--- src/rtl/core/acdh_pkg.sv ---
package acdh_pkg;

	// Axis count and field widths.
	localparam int AXES    = 3;
	localparam int RAW_W   = 16;
	localparam int SCALE_W = 12;
	localparam int ACC_W   = 14;
	localparam int OFS_W   = 13;
	localparam int SUM_W   = 24;
	localparam int CNT_W   = 10;
	localparam int REST_W  = 12;
	localparam int DB_W    = 8;

	// Stream and register port widths.
	localparam int TDATA_IN_W  = 48;
	localparam int TDATA_OUT_W = 48;
	localparam int ADDR_W      = 4;
	localparam int DATA_W      = 32;

	// Scale factor: counts to cm/s^2 in 16 fractional bits.
	localparam logic [11:0] SCALE_K = 12'd3920;

	// Sample kinds carried in tuser.
	localparam logic MODE_CAL  = 1'b0;
	localparam logic MODE_MEAS = 1'b1;

	// Register indexes (byte address divided by four).
	localparam logic [1:0] REG_REST_X   = 2'd0;
	localparam logic [1:0] REG_REST_Y   = 2'd1;
	localparam logic [1:0] REG_REST_Z   = 2'd2;
	localparam logic [1:0] REG_DEADBAND = 2'd3;

	// Register reset values.
	localparam logic signed [REST_W-1:0] REST_XY_RST = 12'sd0;
	localparam logic signed [REST_W-1:0] REST_Z_RST  = 12'sd980;
	localparam logic [DB_W-1:0]          DEADBAND_RST = 8'd20;

	// Saturation limits.
	localparam logic signed [OFS_W-1:0] OFS_MIN = 13'sh1000;
	localparam logic signed [OFS_W-1:0] OFS_MAX = 13'sh0fff;
	localparam logic signed [ACC_W-1:0] ACC_MIN = 14'sh2000;
	localparam logic signed [ACC_W-1:0] ACC_MAX = 14'sh1fff;

	// Pipeline control shared by all lanes.
	typedef struct packed {
		logic take;        // input request accepted this cycle
		logic move_s2;     // stage 1 moves into stage 2
		logic move_out;    // stage 2 moves into the output register
		logic mode_s1;
		logic mode_s2;
		logic cal_end_s1;  // stage 1 sample closes a calibration run
	} lane_ctl_t;

endpackage

--- src/rtl/core/accel_calibrate_deadband_hysteresis.sv ---
// Three-axis accelerometer conditioning: scaling to cm/s^2, offset
// calibration, a deadband around rest and change hysteresis.
// Requests enter on the s_axis channel. tuser carries the mode (0 is a
// calibration sample, 1 a measurement sample) and tdata the raw x, y and z
// readings. Every request yields exactly one result on m_axis: the held
// x, y and z values in tdata and the calibrated flag in tuser.
// The rest values and the deadband sit in four APB registers at byte
// addresses 0, 4, 8 and 12; write them only while the block is idle.
// An accepted request moves through stage 1 and stage 2 to the output
// register. One request per cycle is taken while the pipeline has room.
// The sample that closes a calibration run starts the per-axis mean unit
// (reciprocal multiply, correction multiply, subtract); input is held off
// until the new offsets are written.
// Reset clears the sums, sample count, offsets, held values and the
// calibrated flag, and loads the register defaults.
// When the receiver stalls, the output register holds its result and the
// pipeline keeps accepting until its two stages are full.
module accel_calibrate_deadband_hysteresis import acdh_pkg::*; #(
	parameter int CAL_SAMPLES = 100
) (
	input  logic                   clk,
	input  logic                   arst_n,
	// APB configuration port.
	input  logic                   psel,
	input  logic                   penable,
	input  logic                   pwrite,
	input  logic [ADDR_W-1:0]      paddr,
	input  logic [DATA_W-1:0]      pwdata,
	output logic [DATA_W-1:0]      prdata,
	output logic                   pready,
	// Input stream.
	input  logic                   s_axis_tvalid,
	output logic                   s_axis_tready,
	input  logic [TDATA_IN_W-1:0]  s_axis_tdata,  // raw_x, raw_y, raw_z
	input  logic                   s_axis_tuser,  // mode
	// Output stream.
	output logic                   m_axis_tvalid,
	input  logic                   m_axis_tready,
	output logic [TDATA_OUT_W-1:0] m_axis_tdata,  // accel_x, accel_y, accel_z, zero pad
	output logic                   m_axis_tuser   // calibrated
);

	logic signed [REST_W-1:0] rest_q [AXES];
	logic [DB_W-1:0]          deadband_q;
	logic [CNT_W-1:0]         sample_count_q;
	logic                     busy_q;
	logic                     cal_done_q;

	logic                     v_s1, mode_s1, cal_end_s1;
	logic                     v_s2, mode_s2;
	logic                     out_v_q;
	logic [TDATA_OUT_W-1:0]   tdata_q;
	logic                     tuser_q;

	logic                     cfg_wr;
	logic                     out_free, adv2, adv1;
	logic                     take, move_s2, move_out;
	logic [CNT_W:0]           count_inc;
	logic                     cal_end;
	lane_ctl_t                ctl;
	logic signed [ACC_W-1:0]  accel [AXES];
	logic [AXES-1:0]          lane_done;

	// Configuration registers.
	assign pready = 1'b1;
	assign cfg_wr = psel && penable && pwrite && pready;

	always_ff @(posedge clk or negedge arst_n) begin
		if (!arst_n) begin
			rest_q[0]  <= REST_XY_RST;
			rest_q[1]  <= REST_XY_RST;
			rest_q[2]  <= REST_Z_RST;
			deadband_q <= DEADBAND_RST;
		end else if (cfg_wr) begin
			case (paddr[3:2])
				REG_REST_X:   rest_q[0]  <= pwdata[REST_W-1:0];
				REG_REST_Y:   rest_q[1]  <= pwdata[REST_W-1:0];
				REG_REST_Z:   rest_q[2]  <= pwdata[REST_W-1:0];
				REG_DEADBAND: deadband_q <= pwdata[DB_W-1:0];
				default: ;
			endcase
		end
	end

	always_comb begin
		case (paddr[3:2])
			REG_REST_X:   prdata = DATA_W'(rest_q[0]);
			REG_REST_Y:   prdata = DATA_W'(rest_q[1]);
			REG_REST_Z:   prdata = DATA_W'(rest_q[2]);
			REG_DEADBAND: prdata = DATA_W'(deadband_q);
			default:      prdata = '0;
		endcase
	end

	// Each stage advances whenever the stage after it is empty or moving.
	assign out_free = !out_v_q || m_axis_tready;
	assign move_out = v_s2 && out_free;
	assign adv2     = !v_s2 || out_free;
	assign move_s2  = v_s1 && adv2;
	assign adv1     = !v_s1 || adv2;
	assign s_axis_tready = adv1 && !busy_q;
	assign take     = s_axis_tvalid && s_axis_tready;

	// The sample count runs at acceptance so the closing sample is known
	// before it enters the pipeline.
	assign count_inc = (CNT_W+1)'(sample_count_q) + (CNT_W+1)'(1);
	assign cal_end   = count_inc >= (CNT_W+1)'(CAL_SAMPLES);

	always_ff @(posedge clk or negedge arst_n) begin
		if (!arst_n) begin
			sample_count_q <= '0;
			busy_q         <= 1'b0;
			cal_done_q     <= 1'b0;
			v_s1           <= 1'b0;
			v_s2           <= 1'b0;
			out_v_q        <= 1'b0;
		end else begin
			if (take && (s_axis_tuser == MODE_CAL)) begin
				sample_count_q <= cal_end ? '0 : count_inc[CNT_W-1:0];
			end
			if (take && (s_axis_tuser == MODE_CAL) && cal_end) begin
				busy_q <= 1'b1;
			end else if (&lane_done) begin
				busy_q <= 1'b0;
			end
			if (move_s2 && (mode_s1 == MODE_CAL) && cal_end_s1) begin
				cal_done_q <= 1'b1;
			end
			if (take) begin
				v_s1 <= 1'b1;
			end else if (move_s2) begin
				v_s1 <= 1'b0;
			end
			if (move_s2) begin
				v_s2 <= 1'b1;
			end else if (move_out) begin
				v_s2 <= 1'b0;
			end
			if (move_out) begin
				out_v_q <= 1'b1;
			end else if (m_axis_tready) begin
				out_v_q <= 1'b0;
			end
		end
	end

	always_ff @(posedge clk) begin
		if (take) begin
			mode_s1    <= s_axis_tuser;
			cal_end_s1 <= cal_end;
		end
		if (move_s2) begin
			mode_s2 <= mode_s1;
		end
	end

	assign ctl.take       = take;
	assign ctl.move_s2    = move_s2;
	assign ctl.move_out   = move_out;
	assign ctl.mode_s1    = mode_s1;
	assign ctl.mode_s2    = mode_s2;
	assign ctl.cal_end_s1 = cal_end_s1;

	// One lane per axis; each holds its own sum, offset and held value.
	for (genvar i = 0; i < AXES; i++) begin : g_lane
		acdh_lane #(
			.CAL_SAMPLES(CAL_SAMPLES)
		) u_lane (
			.clk     (clk),
			.arst_n  (arst_n),
			.ctl     (ctl),
			.raw     (s_axis_tdata[RAW_W*i +: RAW_W]),
			.rest    (rest_q[i]),
			.deadband(deadband_q),
			.accel   (accel[i]),
			.done    (lane_done[i])
		);
	end

	// Merge the three lanes into one result; the flag is read as it stands
	// after this sample.
	always_ff @(posedge clk) begin
		if (move_out) begin
			tdata_q <= {(TDATA_OUT_W - AXES*ACC_W)'(0), accel[2], accel[1], accel[0]};
			tuser_q <= cal_done_q;
		end
	end

	assign m_axis_tvalid = out_v_q;
	assign m_axis_tdata  = tdata_q;
	assign m_axis_tuser  = tuser_q;

	// No measurement sample may sit in stage 1 while offsets are computed.
	a_no_meas_while_busy: assert property (@(posedge clk) disable iff (!arst_n)
		busy_q |-> !(v_s1 && (mode_s1 == MODE_MEAS)))
		else $error("measurement sample in flight during offset update");

	a_count_in_range: assert property (@(posedge clk) disable iff (!arst_n)
		(CNT_W+1)'(sample_count_q) < (CNT_W+1)'(CAL_SAMPLES))
		else $error("sample count reached run length");

	a_done_only_busy: assert property (@(posedge clk) disable iff (!arst_n)
		(|lane_done) |-> (busy_q && (&lane_done)))
		else $error("mean unit finished outside a run end");

	a_cal_flag_sticky: assert property (@(posedge clk) disable iff (!arst_n)
		cal_done_q |=> cal_done_q)
		else $error("calibrated flag dropped");

endmodule

--- src/rtl/core/acdh_mean.sv ---
module acdh_mean import acdh_pkg::*; #(
	parameter int CAL_SAMPLES = 100
) (
	input  logic                     clk,
	input  logic                     arst_n,
	input  logic                     start,
	input  logic signed [SUM_W-1:0]  sum,
	input  logic signed [REST_W-1:0] rest,
	output logic signed [OFS_W-1:0]  offset,
	output logic                     done
);

	// The magnitude plus half of the count stays below 2^22.
	localparam int MAG_W   = 22;
	localparam int SHIFT   = 22;
	localparam int RECIP_W = 23;
	localparam int PROD_W  = MAG_W + RECIP_W;
	localparam int PN_W    = MAG_W + CNT_W;
	localparam logic [RECIP_W-1:0] RECIP = RECIP_W'((64'd1 << SHIFT) / CAL_SAMPLES);
	localparam logic [MAG_W-1:0]   HALF  = MAG_W'(CAL_SAMPLES / 2);
	localparam logic [CNT_W-1:0]   NVAL  = CNT_W'(CAL_SAMPLES);

	logic [3:0]              vld_q;
	logic                    neg_d1, neg_d2, neg_d3;
	logic [MAG_W-1:0]        mag_d1, mag_d2, mag_d3;
	logic [MAG_W-1:0]        qe_d2, qe_d3;
	logic [PN_W-1:0]         pn_d3;
	logic signed [MAG_W:0]   mean_d4;

	logic [SUM_W-1:0]        abs_sum;
	logic [PROD_W-1:0]       prod;
	logic [PN_W-1:0]         rem;
	logic [MAG_W-1:0]        q_fix;
	logic signed [SUM_W-1:0] diff;

	assign abs_sum = sum[SUM_W-1] ? SUM_W'(-sum) : SUM_W'(sum);
	assign prod    = PROD_W'(mag_d1) * PROD_W'(RECIP);
	assign rem     = PN_W'(mag_d3) - pn_d3;
	// The reciprocal estimate is low by at most one.
	assign q_fix   = qe_d3 + MAG_W'(rem >= PN_W'(NVAL));

	always_ff @(posedge clk or negedge arst_n) begin
		if (!arst_n) begin
			vld_q <= '0;
		end else begin
			vld_q <= {vld_q[2:0], start};
		end
	end

	always_ff @(posedge clk) begin
		neg_d1  <= sum[SUM_W-1];
		mag_d1  <= abs_sum[MAG_W-1:0] + HALF;
		neg_d2  <= neg_d1;
		mag_d2  <= mag_d1;
		qe_d2   <= prod[SHIFT +: MAG_W];
		neg_d3  <= neg_d2;
		mag_d3  <= mag_d2;
		qe_d3   <= qe_d2;
		pn_d3   <= PN_W'(qe_d2) * PN_W'(NVAL);
		mean_d4 <= neg_d3 ? -$signed({1'b0, q_fix}) : $signed({1'b0, q_fix});
	end

	assign diff = SUM_W'(rest) - SUM_W'(mean_d4);

	always_comb begin
		if (diff < SUM_W'(OFS_MIN)) begin
			offset = OFS_MIN;
		end else if (diff > SUM_W'(OFS_MAX)) begin
			offset = OFS_MAX;
		end else begin
			offset = diff[OFS_W-1:0];
		end
	end

	assign done = vld_q[3];

endmodule

--- src/rtl/core/acdh_lane.sv ---
module acdh_lane import acdh_pkg::*; #(
	parameter int CAL_SAMPLES = 100
) (
	input  logic                     clk,
	input  logic                     arst_n,
	input  lane_ctl_t                ctl,
	input  logic signed [RAW_W-1:0]  raw,
	input  logic signed [REST_W-1:0] rest,
	input  logic [DB_W-1:0]          deadband,
	output logic signed [ACC_W-1:0]  accel,
	output logic                     done
);

	logic signed [SCALE_W-1:0] scaled_s1;
	logic signed [ACC_W-1:0]   meas_s2;
	logic signed [SUM_W-1:0]   sum_q;
	logic signed [OFS_W-1:0]   offset_q;
	logic signed [ACC_W-1:0]   held_q;

	logic                      raw_neg;
	logic [RAW_W:0]            raw_mag;
	logic [28:0]               raw_prod;
	logic [10:0]               raw_q;
	logic signed [SCALE_W-1:0] scaled;
	logic signed [SUM_W-1:0]   sum_next;
	logic                      run_end;
	logic signed [ACC_W:0]     meas_sum;
	logic signed [ACC_W-1:0]   meas;
	logic signed [15:0]        vv, rr, hh, dd;
	logic                      in_band, moved;
	logic signed [ACC_W-1:0]   held_new;
	logic signed [OFS_W-1:0]   mean_ofs;

	// Scale by magnitude so the result truncates toward zero.
	assign raw_neg  = raw[RAW_W-1];
	assign raw_mag  = raw_neg ? (RAW_W+1)'(-$signed({raw[RAW_W-1], raw}))
	                          : {1'b0, raw};
	assign raw_prod = 29'(raw_mag) * 29'(SCALE_K);
	assign raw_q    = raw_prod[26:16];
	assign scaled   = raw_neg ? -$signed({1'b0, raw_q}) : $signed({1'b0, raw_q});

	assign sum_next = sum_q + SUM_W'(scaled_s1);
	assign run_end  = ctl.move_s2 && (ctl.mode_s1 == MODE_CAL) && ctl.cal_end_s1;

	assign meas_sum = (ACC_W+1)'(scaled_s1) + (ACC_W+1)'(offset_q);

	always_comb begin
		if (meas_sum < (ACC_W+1)'(ACC_MIN)) begin
			meas = ACC_MIN;
		end else if (meas_sum > (ACC_W+1)'(ACC_MAX)) begin
			meas = ACC_MAX;
		end else begin
			meas = meas_sum[ACC_W-1:0];
		end
	end

	// Deadband around rest, then change hysteresis around the held value.
	assign vv      = 16'(meas_s2);
	assign rr      = 16'(rest);
	assign hh      = 16'(held_q);
	assign dd      = $signed({8'd0, deadband});
	assign in_band = (vv < rr + dd) && (vv > rr - dd);
	assign moved   = (vv < hh - dd) || (vv > hh + dd);

	always_comb begin
		if (in_band) begin
			held_new = ACC_W'(rest);
		end else if (moved) begin
			held_new = meas_s2;
		end else begin
			held_new = held_q;
		end
	end

	assign accel = (ctl.mode_s2 == MODE_MEAS) ? held_new : held_q;

	always_ff @(posedge clk) begin
		if (ctl.take) begin
			scaled_s1 <= scaled;
		end
		if (ctl.move_s2) begin
			meas_s2 <= meas;
		end
	end

	always_ff @(posedge clk or negedge arst_n) begin
		if (!arst_n) begin
			sum_q    <= '0;
			offset_q <= '0;
			held_q   <= '0;
		end else begin
			if (run_end) begin
				sum_q <= '0;
			end else if (ctl.move_s2 && (ctl.mode_s1 == MODE_CAL)) begin
				sum_q <= sum_next;
			end
			if (done) begin
				offset_q <= mean_ofs;
			end
			if (ctl.move_out && (ctl.mode_s2 == MODE_MEAS)) begin
				held_q <= held_new;
			end
		end
	end

	acdh_mean #(
		.CAL_SAMPLES(CAL_SAMPLES)
	) u_mean (
		.clk   (clk),
		.arst_n(arst_n),
		.start (run_end),
		.sum   (sum_next),
		.rest  (rest),
		.offset(mean_ofs),
		.done  (done)
	);

endmodule

--- config.mk ---
export PLATFORM = sky130hd
export DESIGN_NAME = accel_calibrate_deadband_hysteresis
export DESIGN_NICKNAME = d
export VERILOG_FILES = /design/src/rtl/core/acdh_pkg.sv /design/src/rtl/core/accel_calibrate_deadband_hysteresis.sv /design/src/rtl/core/acdh_mean.sv /design/src/rtl/core/acdh_lane.sv
export SDC_FILE = /design/constraint.sdc
export NUM_CORES = 2
export LEC_CHECK = 0
export ABC_AREA = 1
export BUFFER_PORTS_ARGS = -buffer_cell sky130_fd_sc_hd__buf_2
export CAP_MARGIN = 20
export CORE_AREA = 2 2 584 586
export DETAILED_ROUTE_END_ITERATION = 8
export DIE_AREA = 0 0 586 588
export PLACE_DENSITY_LB_ADDON = 0.08
export SYNTH_ARGS = -nofsm -noshare
export SYNTH_HDL_FRONTEND = slang
export SYNTH_SLANG_ARGS = --single-unit
--- constraint.sdc ---
create_clock -name clk -period 5.65 [get_ports clk]
set_input_delay 0.565 -clock clk [delete_from_list [all_inputs] [get_ports clk]]
set_output_delay 0.565 -clock clk [all_outputs]
set_load 0.05 [all_outputs]
Word-level counts from Yosys, hierarchy flattened

Index checks and enable logic that the tools add are counted.
Widths: inputs -> output; s select.

$add $sub $neg: 43
Multiply operators: 9
Div/mod/pow operators: 0
Magnitude comparators: 28
Equal/unequal tests: 3
Shift-type cells: 0
Mux-type cells: 46
Bitwise gates (word level): 2
Reduce and logical (&&, ||, !) cells: 35

Operators with widths:

| kind                   | count |
|---|---|
| $mux 14                | 12 |
| $mux 24                | 6 |
| $mux 22                | 6 |
| $pmux 32 s4            | 1 |
| $mul 22x16->38 const B | 3 |
| $ge 32x7->1 const B    | 3 |
| $sub 22x29->30         | 3 |
| $mux 13                | 6 |
| $add 24x12->24         | 3 |
| $gt 24x13->1 const B   | 3 |
| $lt 24x13->1 const B   | 3 |
| $sub 12x23->24         | 3 |
| $mul 17x8->23 const B  | 3 |
| $neg 17->23            | 3 |
| $add 22x6->22 const B  | 3 |
| $neg 22->22            | 3 |
| $mul 16x5->21 const B  | 3 |
| $add 16x1->17          | 3 |
| $mux 17                | 3 |
| $neg 16->17            | 3 |
| $add 14x9->15          | 3 |
| $gt 14x15->1           | 3 |
| $gt 15x14->1 const B   | 3 |
| $lt 14x15->1           | 3 |
| other kinds (23)       | 78 |

Register bits: 801
Bits in latches: 0
Bits in writable memories: 0
Memory bits (read-only): 0
Output and inout port bits: 84
Memories kept: 0

Longest topological paths before layout

Depth after elaboration: 9
Mapped depth: 37

Modules after synthesis

Synthesis repeated with hierarchy kept, for this count alone.

Cells, all modules: 11537
Area, all modules: 89383.2 um2

By module, submodules not included:

| module                              | instances | cells an instance | area each (um2) | sequential area each (um2) |
|---|---|---|---|---|
| acdh_lane                           | 3         | 1620              | 11772.5         | 2057.0 |
| acdh_mean (g_lane[0].u_lane.u_mean) | 1         | 2095              | 16671.0         | 2862.7 |
| acdh_mean (g_lane[1].u_lane.u_mean) | 1         | 2066              | 16534.6         | 2862.7 |
| acdh_mean (g_lane[2].u_lane.u_mean) | 1         | 2085              | 16474.6         | 2862.7 |
| accel_calibrate_deadband_hysteresis | 1         | 431               | 4385.5          | 2867.8 |

Least setup slack after synthesis

Ideal clock, no wire load.

Path type: input to register
Start point: input s_axis_tdata[1]
End point: register g_lane[0].u_lane.scaled_s1[9], data pin
Library setup time: 249 ps
Arrival time: 5897 ps
Data required time: 5401 ps
Path slack: -496 ps
Stages on the path: 33
Buffers on the path: 0
Cell sequence: inv_1 -> ha_1 -> inv_1 -> nor2_1 -> inv_1 -> nor3_1 -> inv_1 -> nor2_1 -> nand2_1 -> o31ai_1 -> xor2_1 -> xor2_1 -> ha_1 -> fa_1 -> fa_1 -> inv_1 -> fa_1 -> inv_1 -> ha_1 -> nand2_1 -> nor2_1 -> nand2_1 -> o21ai_0 -> nand3_1 -> nand2_1 -> nand2_1 -> nand2_1 -> xor2_1 -> nor2_1 -> nand2_1 -> nand3_1 -> nand2_1 -> inv_1

Word-level cells in the longest chain between the ends: 5

Ends and longest elaborated chain:

| what                           | RTL line                                  | text |
|---|---|---|
| start: declaration             | accel_calibrate_deadband_hysteresis.sv:34 | `input logic [TDATA_IN_W-1:0] s_axis_tdata,` |
| $neg 16->17                    | acdh_lane.sv:36                           | `assign raw_mag = raw_neg ? (RAW_W+1)'(-$signed({raw[RAW_W-1], raw}))` |
| $mux 17 (*)                    | acdh_lane.sv:36                           |  |
| $mul 17x8->23 (*)              | acdh_lane.sv:38                           | `assign raw_prod = 29'(raw_mag) * 29'(SCALE_K);` |
| $neg 11->12                    | acdh_lane.sv:40                           | `assign scaled = raw_neg ? -$signed({1'b0, raw_q}) : $signed({1'b0, raw_q});` |
| $mux 11 (*)                    | acdh_lane.sv:40                           |  |
| via g_lane[0].u_lane.scaled[9] | acdh_lane.sv:24                           | `logic signed [SCALE_W-1:0] scaled;` |
| end signal: assignment         | acdh_lane.sv:79                           | `scaled_s1 <= scaled;` |
| end: declaration               | acdh_lane.sv:14                           | `logic signed [SCALE_W-1:0] scaled_s1;` |

Mark *: on every way through the listed nets, which the timed path passes. The rest lies on a longest branch.
A chain may end at the register's enable or synchronous reset.

Final worst setup path

Start point: register g_lane[0].u_lane.u_mean.mag_d1[13]
End point: register g_lane[0].u_lane.u_mean.qe_d2[14]

Word-level cells in the longest chain between the ends: 1

Ends and longest elaborated chain:

| what                                 | RTL line        | text |
|---|---|---|
| start: declaration                   | acdh_mean.sv:25 | `logic [MAG_W-1:0] mag_d1, mag_d2, mag_d3;` |
| start signal: assignment             | acdh_mean.sv:52 | `mag_d1 <= abs_sum[MAG_W-1:0] + HALF;` |
| $mul 22x16->38                       | acdh_mean.sv:37 | `assign prod = PROD_W'(mag_d1) * PROD_W'(RECIP);` |
| via g_lane[0].u_lane.u_mean.prod[36] | acdh_mean.sv:31 | `logic [PROD_W-1:0] prod;` |
| end signal: assignment               | acdh_mean.sv:55 | `qe_d2 <= prod[SHIFT +: MAG_W];` |
| end: declaration                     | acdh_mean.sv:26 | `logic [MAG_W-1:0] qe_d2, qe_d3;` |

The timed path passes the listed nets, and every way through them passes these cells.

==> metrics.cfg <==
[status]
status = completed

[sta]
max_freq_mhz = 184
skew_ns = 0.0378
rsz0062_at_grt = yes
fin_crit_ns = 5.44
setup_viol = 0
drv_slew = 0
hold_viol_final = 0
tightest_slew_ns = 0.981
fin_crit_sh_pct = 96.2
hold_slack_ns = 0.105
relSlewSlack_pct = 34.6

[cells_and_area]
synthToLayoutAreaGrowth_pct = 19.3
drive_above_1_share_pct = 12.9
layout.nets = 13393
final_common_cell = nand2_1
fin_util_pct = 29.6
layout.cells.most_common_list = 2,153 x nand2_1, 1,857 x inv_1, 1,326 x ha_1, 635 x buf_4, 628 x fa_1

[synth]
yosys.cell_types.count = 74
synth_area_leaders = ha_1 20%, fa_1 15%, dfxtp_1 9.9%, nand2_1 9.7%, inv_1 8.4%
ys_ff_latch = 754
synth_top_area_share_pct = 20.3
post_synth.cell_area_avg_sq_um = 8.01
syn_inst = 10501
ys_async_sr_fraction_pct = 28.6
synth_area_sq_um = 84100
ys.flop_type = dfxtp_1
ys_seq_area_share_pct = 20.7
ys_warn_count = 0
yosysTopAreaCell = ha_1
synth_edf_count = 124

[worst_setup_path]
start_kind = flip-flop
cp.arrival_ns = 6.04
crit_required_ns = 6.25
worstPathMaxFanout = 5
cpMaxStageDelayCell = fa_1
crit_chain = buf_12 -> buf_4 -> ha_1 -> fa_1 -> fa_1 -> fa_1 -> fa_2 -> fa_1 -> ha_1 -> buf_4 -> a21oi_1 -> o21ai_0 -> a21oi_1 -> o211ai_1 -> buf_4 -> a21oi_4 -> o21ai_0 -> xor2_1
slowest_delay_ns = 0.54
cp-end-kind = flip-flop
cp_common_cell = fa_1
worst-setup-path-type = reg -> reg

[power_and_ir_drop]
p_per_area_nw_per_um2 = 315
peakVddDrop_mv = 0.469
finalPower_w = 0.0316
p_leak_nw = 51.8

[grt]
grt_max_degree = 85
grt_overflow = 0
grt_antenna_before_repair = 21
grt_use_met1_pct = 21.8
grt-busiest-layer = met2
grt_util_met2_pct = 24.9
grt_pass1_vias = 71806
grt_use_met3_pct = 1.42
track_usage_pct = 15.2
grt_pass1_wl_um = 411000

[clock_tree]
tritoncts = yes
h-tree-depth = 3
clkSlewWorstSetupHoldPaths_ns = 0.06
numCtsBuffers = 97
cts_buffer_depth = 3
clock_latency_ns = 0.75
root_buffer = clkbuf_16
cts.sinks = 754

[placement]
port-buffer-count = 146
hpwl_um = 222000
gp_congestion = 0.830

[detailed_routing]
firstDrtPassIters = 5
postRouteAntennaNets = 0
viasPerCell = 4.33
drc = 0
drt_iter0_drc = 3270
vias = 68904
wl_um = 262000
avgRoutedWirePerCell_um = 16.4

[die]
ios = 176
die_area_sq_um = 345000
die_y_um = 588
start_util_pct = 24.9
core_sq_um = 338000
die_x_um = 586
placementRows = 214

[hold_path]
hold_class = in -> reg

[run]
max_cap_viol_count = 0

## through the flow
step | setup TNS [ns] | instance area [sq um] | setup slack, ns | instances
finish | 0 | 100000 | 0.213 | 15918
detailed placement | -18.51 | 95500 | -0.804 | 15707
CTS | 0 | 98900 | 0.000163 | 15888
floorplan | -0.156 | 84600 | -0.0501 | 10518
global route | -0.234 | 100000 | -0.0483 | 15918
global placement | -17.59 | 95500 | -0.864 | 15706
## worst max-delay path: cells and delay by family, from the launching register on
family | cells | cell delay (ns)
adder cells (fa/ha/maj) | 7 | 3.20
buffers and inverters | 4 | 0.63
AO/OA/AOI/OAI | 6 | 0.98
XOR/XNOR | 1 | 0.17
flip-flops | 1 | 0.32
## final timing paths
path	startpoint	end	slack, ns	cells past startpoint
max	g_lane[0].u_lane.u_mean.mag_d1[13]$_DFF_P_	g_lane[0].u_lane.u_mean.qe_d2[14]$_DFF_P_	0.21	18
min	s_axis_tuser	mode_s1$_DFFE_PP_	0.11	1
max reg2reg	g_lane[0].u_lane.u_mean.mag_d1[13]$_DFF_P_	g_lane[0].u_lane.u_mean.qe_d2[14]$_DFF_P_	0.21	18
min reg2reg	g_lane[0].u_lane.u_mean.mag_d2[19]$_DFF_P_	g_lane[0].u_lane.u_mean.mag_d3[19]$_DFF_P_	0.31	0
max in group asynchronous	arst_n	v_s1$_DFFE_PN0P_	4.21	3
min in group asynchronous	arst_n	g_lane[2].u_lane.offset_q[0]$_DFFE_PN0P_	0.41	2
## final cells by class
class | count | area (sq um)
fill | 36536 | 238000
clock buffer | 136 | 2870
inverter | 1898 | 7150
multi-input combinational | 7730 | 60400
sequential | 754 | 17500
tap | 4536 | 5680
timing repair buffer | 820 | 6250
clock inverter | 43 | 508
antenna | 1 | 2.50
## cells in the mapped netlist (all sizes together), types with 2 or more instances
cell     count
a21boi      15
a21oi      581
a22o         2
clkinv       5
o221ai       7
inv       1893
nor3       109
dfrtp      208
a211oi      14
nor3b        8
dfstp        8
o221a        2
nand4      120
o21ai      473
and2        16
nor2       601
o2111ai     19
or2         51
fa         636
a21o        49
clkbuf      79
xor2       447
o21bai      55
dfxtp      414
ha        1364
a31oi       21
a31o         4
conb         2
nand3b      25
o311ai       3
nand2     2240
nand3      554
o22ai        3
o31ai       18
a221oi       3
and3         3
edfxtp     124
nor4        31
o21a        17
buf         57
xnor2      172
o211ai      38
## sequential cells by signal (all words and copies together) (netlist names), 3 cells and up
| register | cells |
|---|---|
| g_lane.u_lane.sum_q | 72 |
| g_lane.u_lane.u_mean.mean_d4 | 69 |
| g_lane.u_lane.u_mean.mag_d1 | 66 |
| g_lane.u_lane.u_mean.mag_d2 | 60 |
| g_lane.u_lane.u_mean.mag_d3 | 60 |
| g_lane.u_lane.u_mean.pn_d3 | 54 |
| g_lane.u_lane.u_mean.qe_d2 | 48 |
| g_lane.u_lane.u_mean.qe_d3 | 48 |
| g_lane.u_lane.held_q | 42 |
| g_lane.u_lane.meas_s2 | 42 |
| m_axis_tdata | 42 |
| g_lane.u_lane.offset_q | 39 |
| g_lane.u_lane.scaled_s1 | 36 |
| rest_q | 36 |
| sample_count_q | 10 |
| deadband_q | 8 |
| g_lane.u_lane.u_mean.vld_q | 4 |
| g_lane.u_lane.u_mean.neg_d1 | 3 |
| g_lane.u_lane.u_mean.neg_d2 | 3 |
| g_lane.u_lane.u_mean.neg_d3 | 3 |
## per-layer routing
metal | vias to the layer above | wire [um]
li1 | 35327 | -
met1 | 32514 | 132000
met2 | 837 | 118000
met3 | 216 | 7430
met4 | 10 | 4250
met5 | - | 62
## power breakdown
part	switching, W	internal (W)	total [W]	leakage [nW]
registers	0.000280	0.00597	0.00625	7.46
logic	0.0101	0.00866	0.0187	42.7
clock network	0.00273	0.00393	0.00666	1.66
## what timing repair did
item	in CTS	in global routing
hold buffers	1	0
endpoints found under the hold margin	46	0
setup endpoints to repair	11	120
pin swaps	4	125
buffers inserted	1	28
gates resized for setup	14	260
## cell families (layout without fill, tap and decap cells)
kind of cell,count (synthesis),after routing,synth area share [%]
adder cells (fa/ha/maj),2000,2000,35.4
AO/OA/AOI/OAI,1330,1330,8.83
AND/OR/NAND/NOR,3761,3761,19.2
other,2,20,0.00893
flip-flops,754,754,20.7
multiplexers,1,1,0.0134
XOR/XNOR,619,619,6.52
buffers and inverters,2034,2897,9.30
Power figures use the tool's default switching activity.
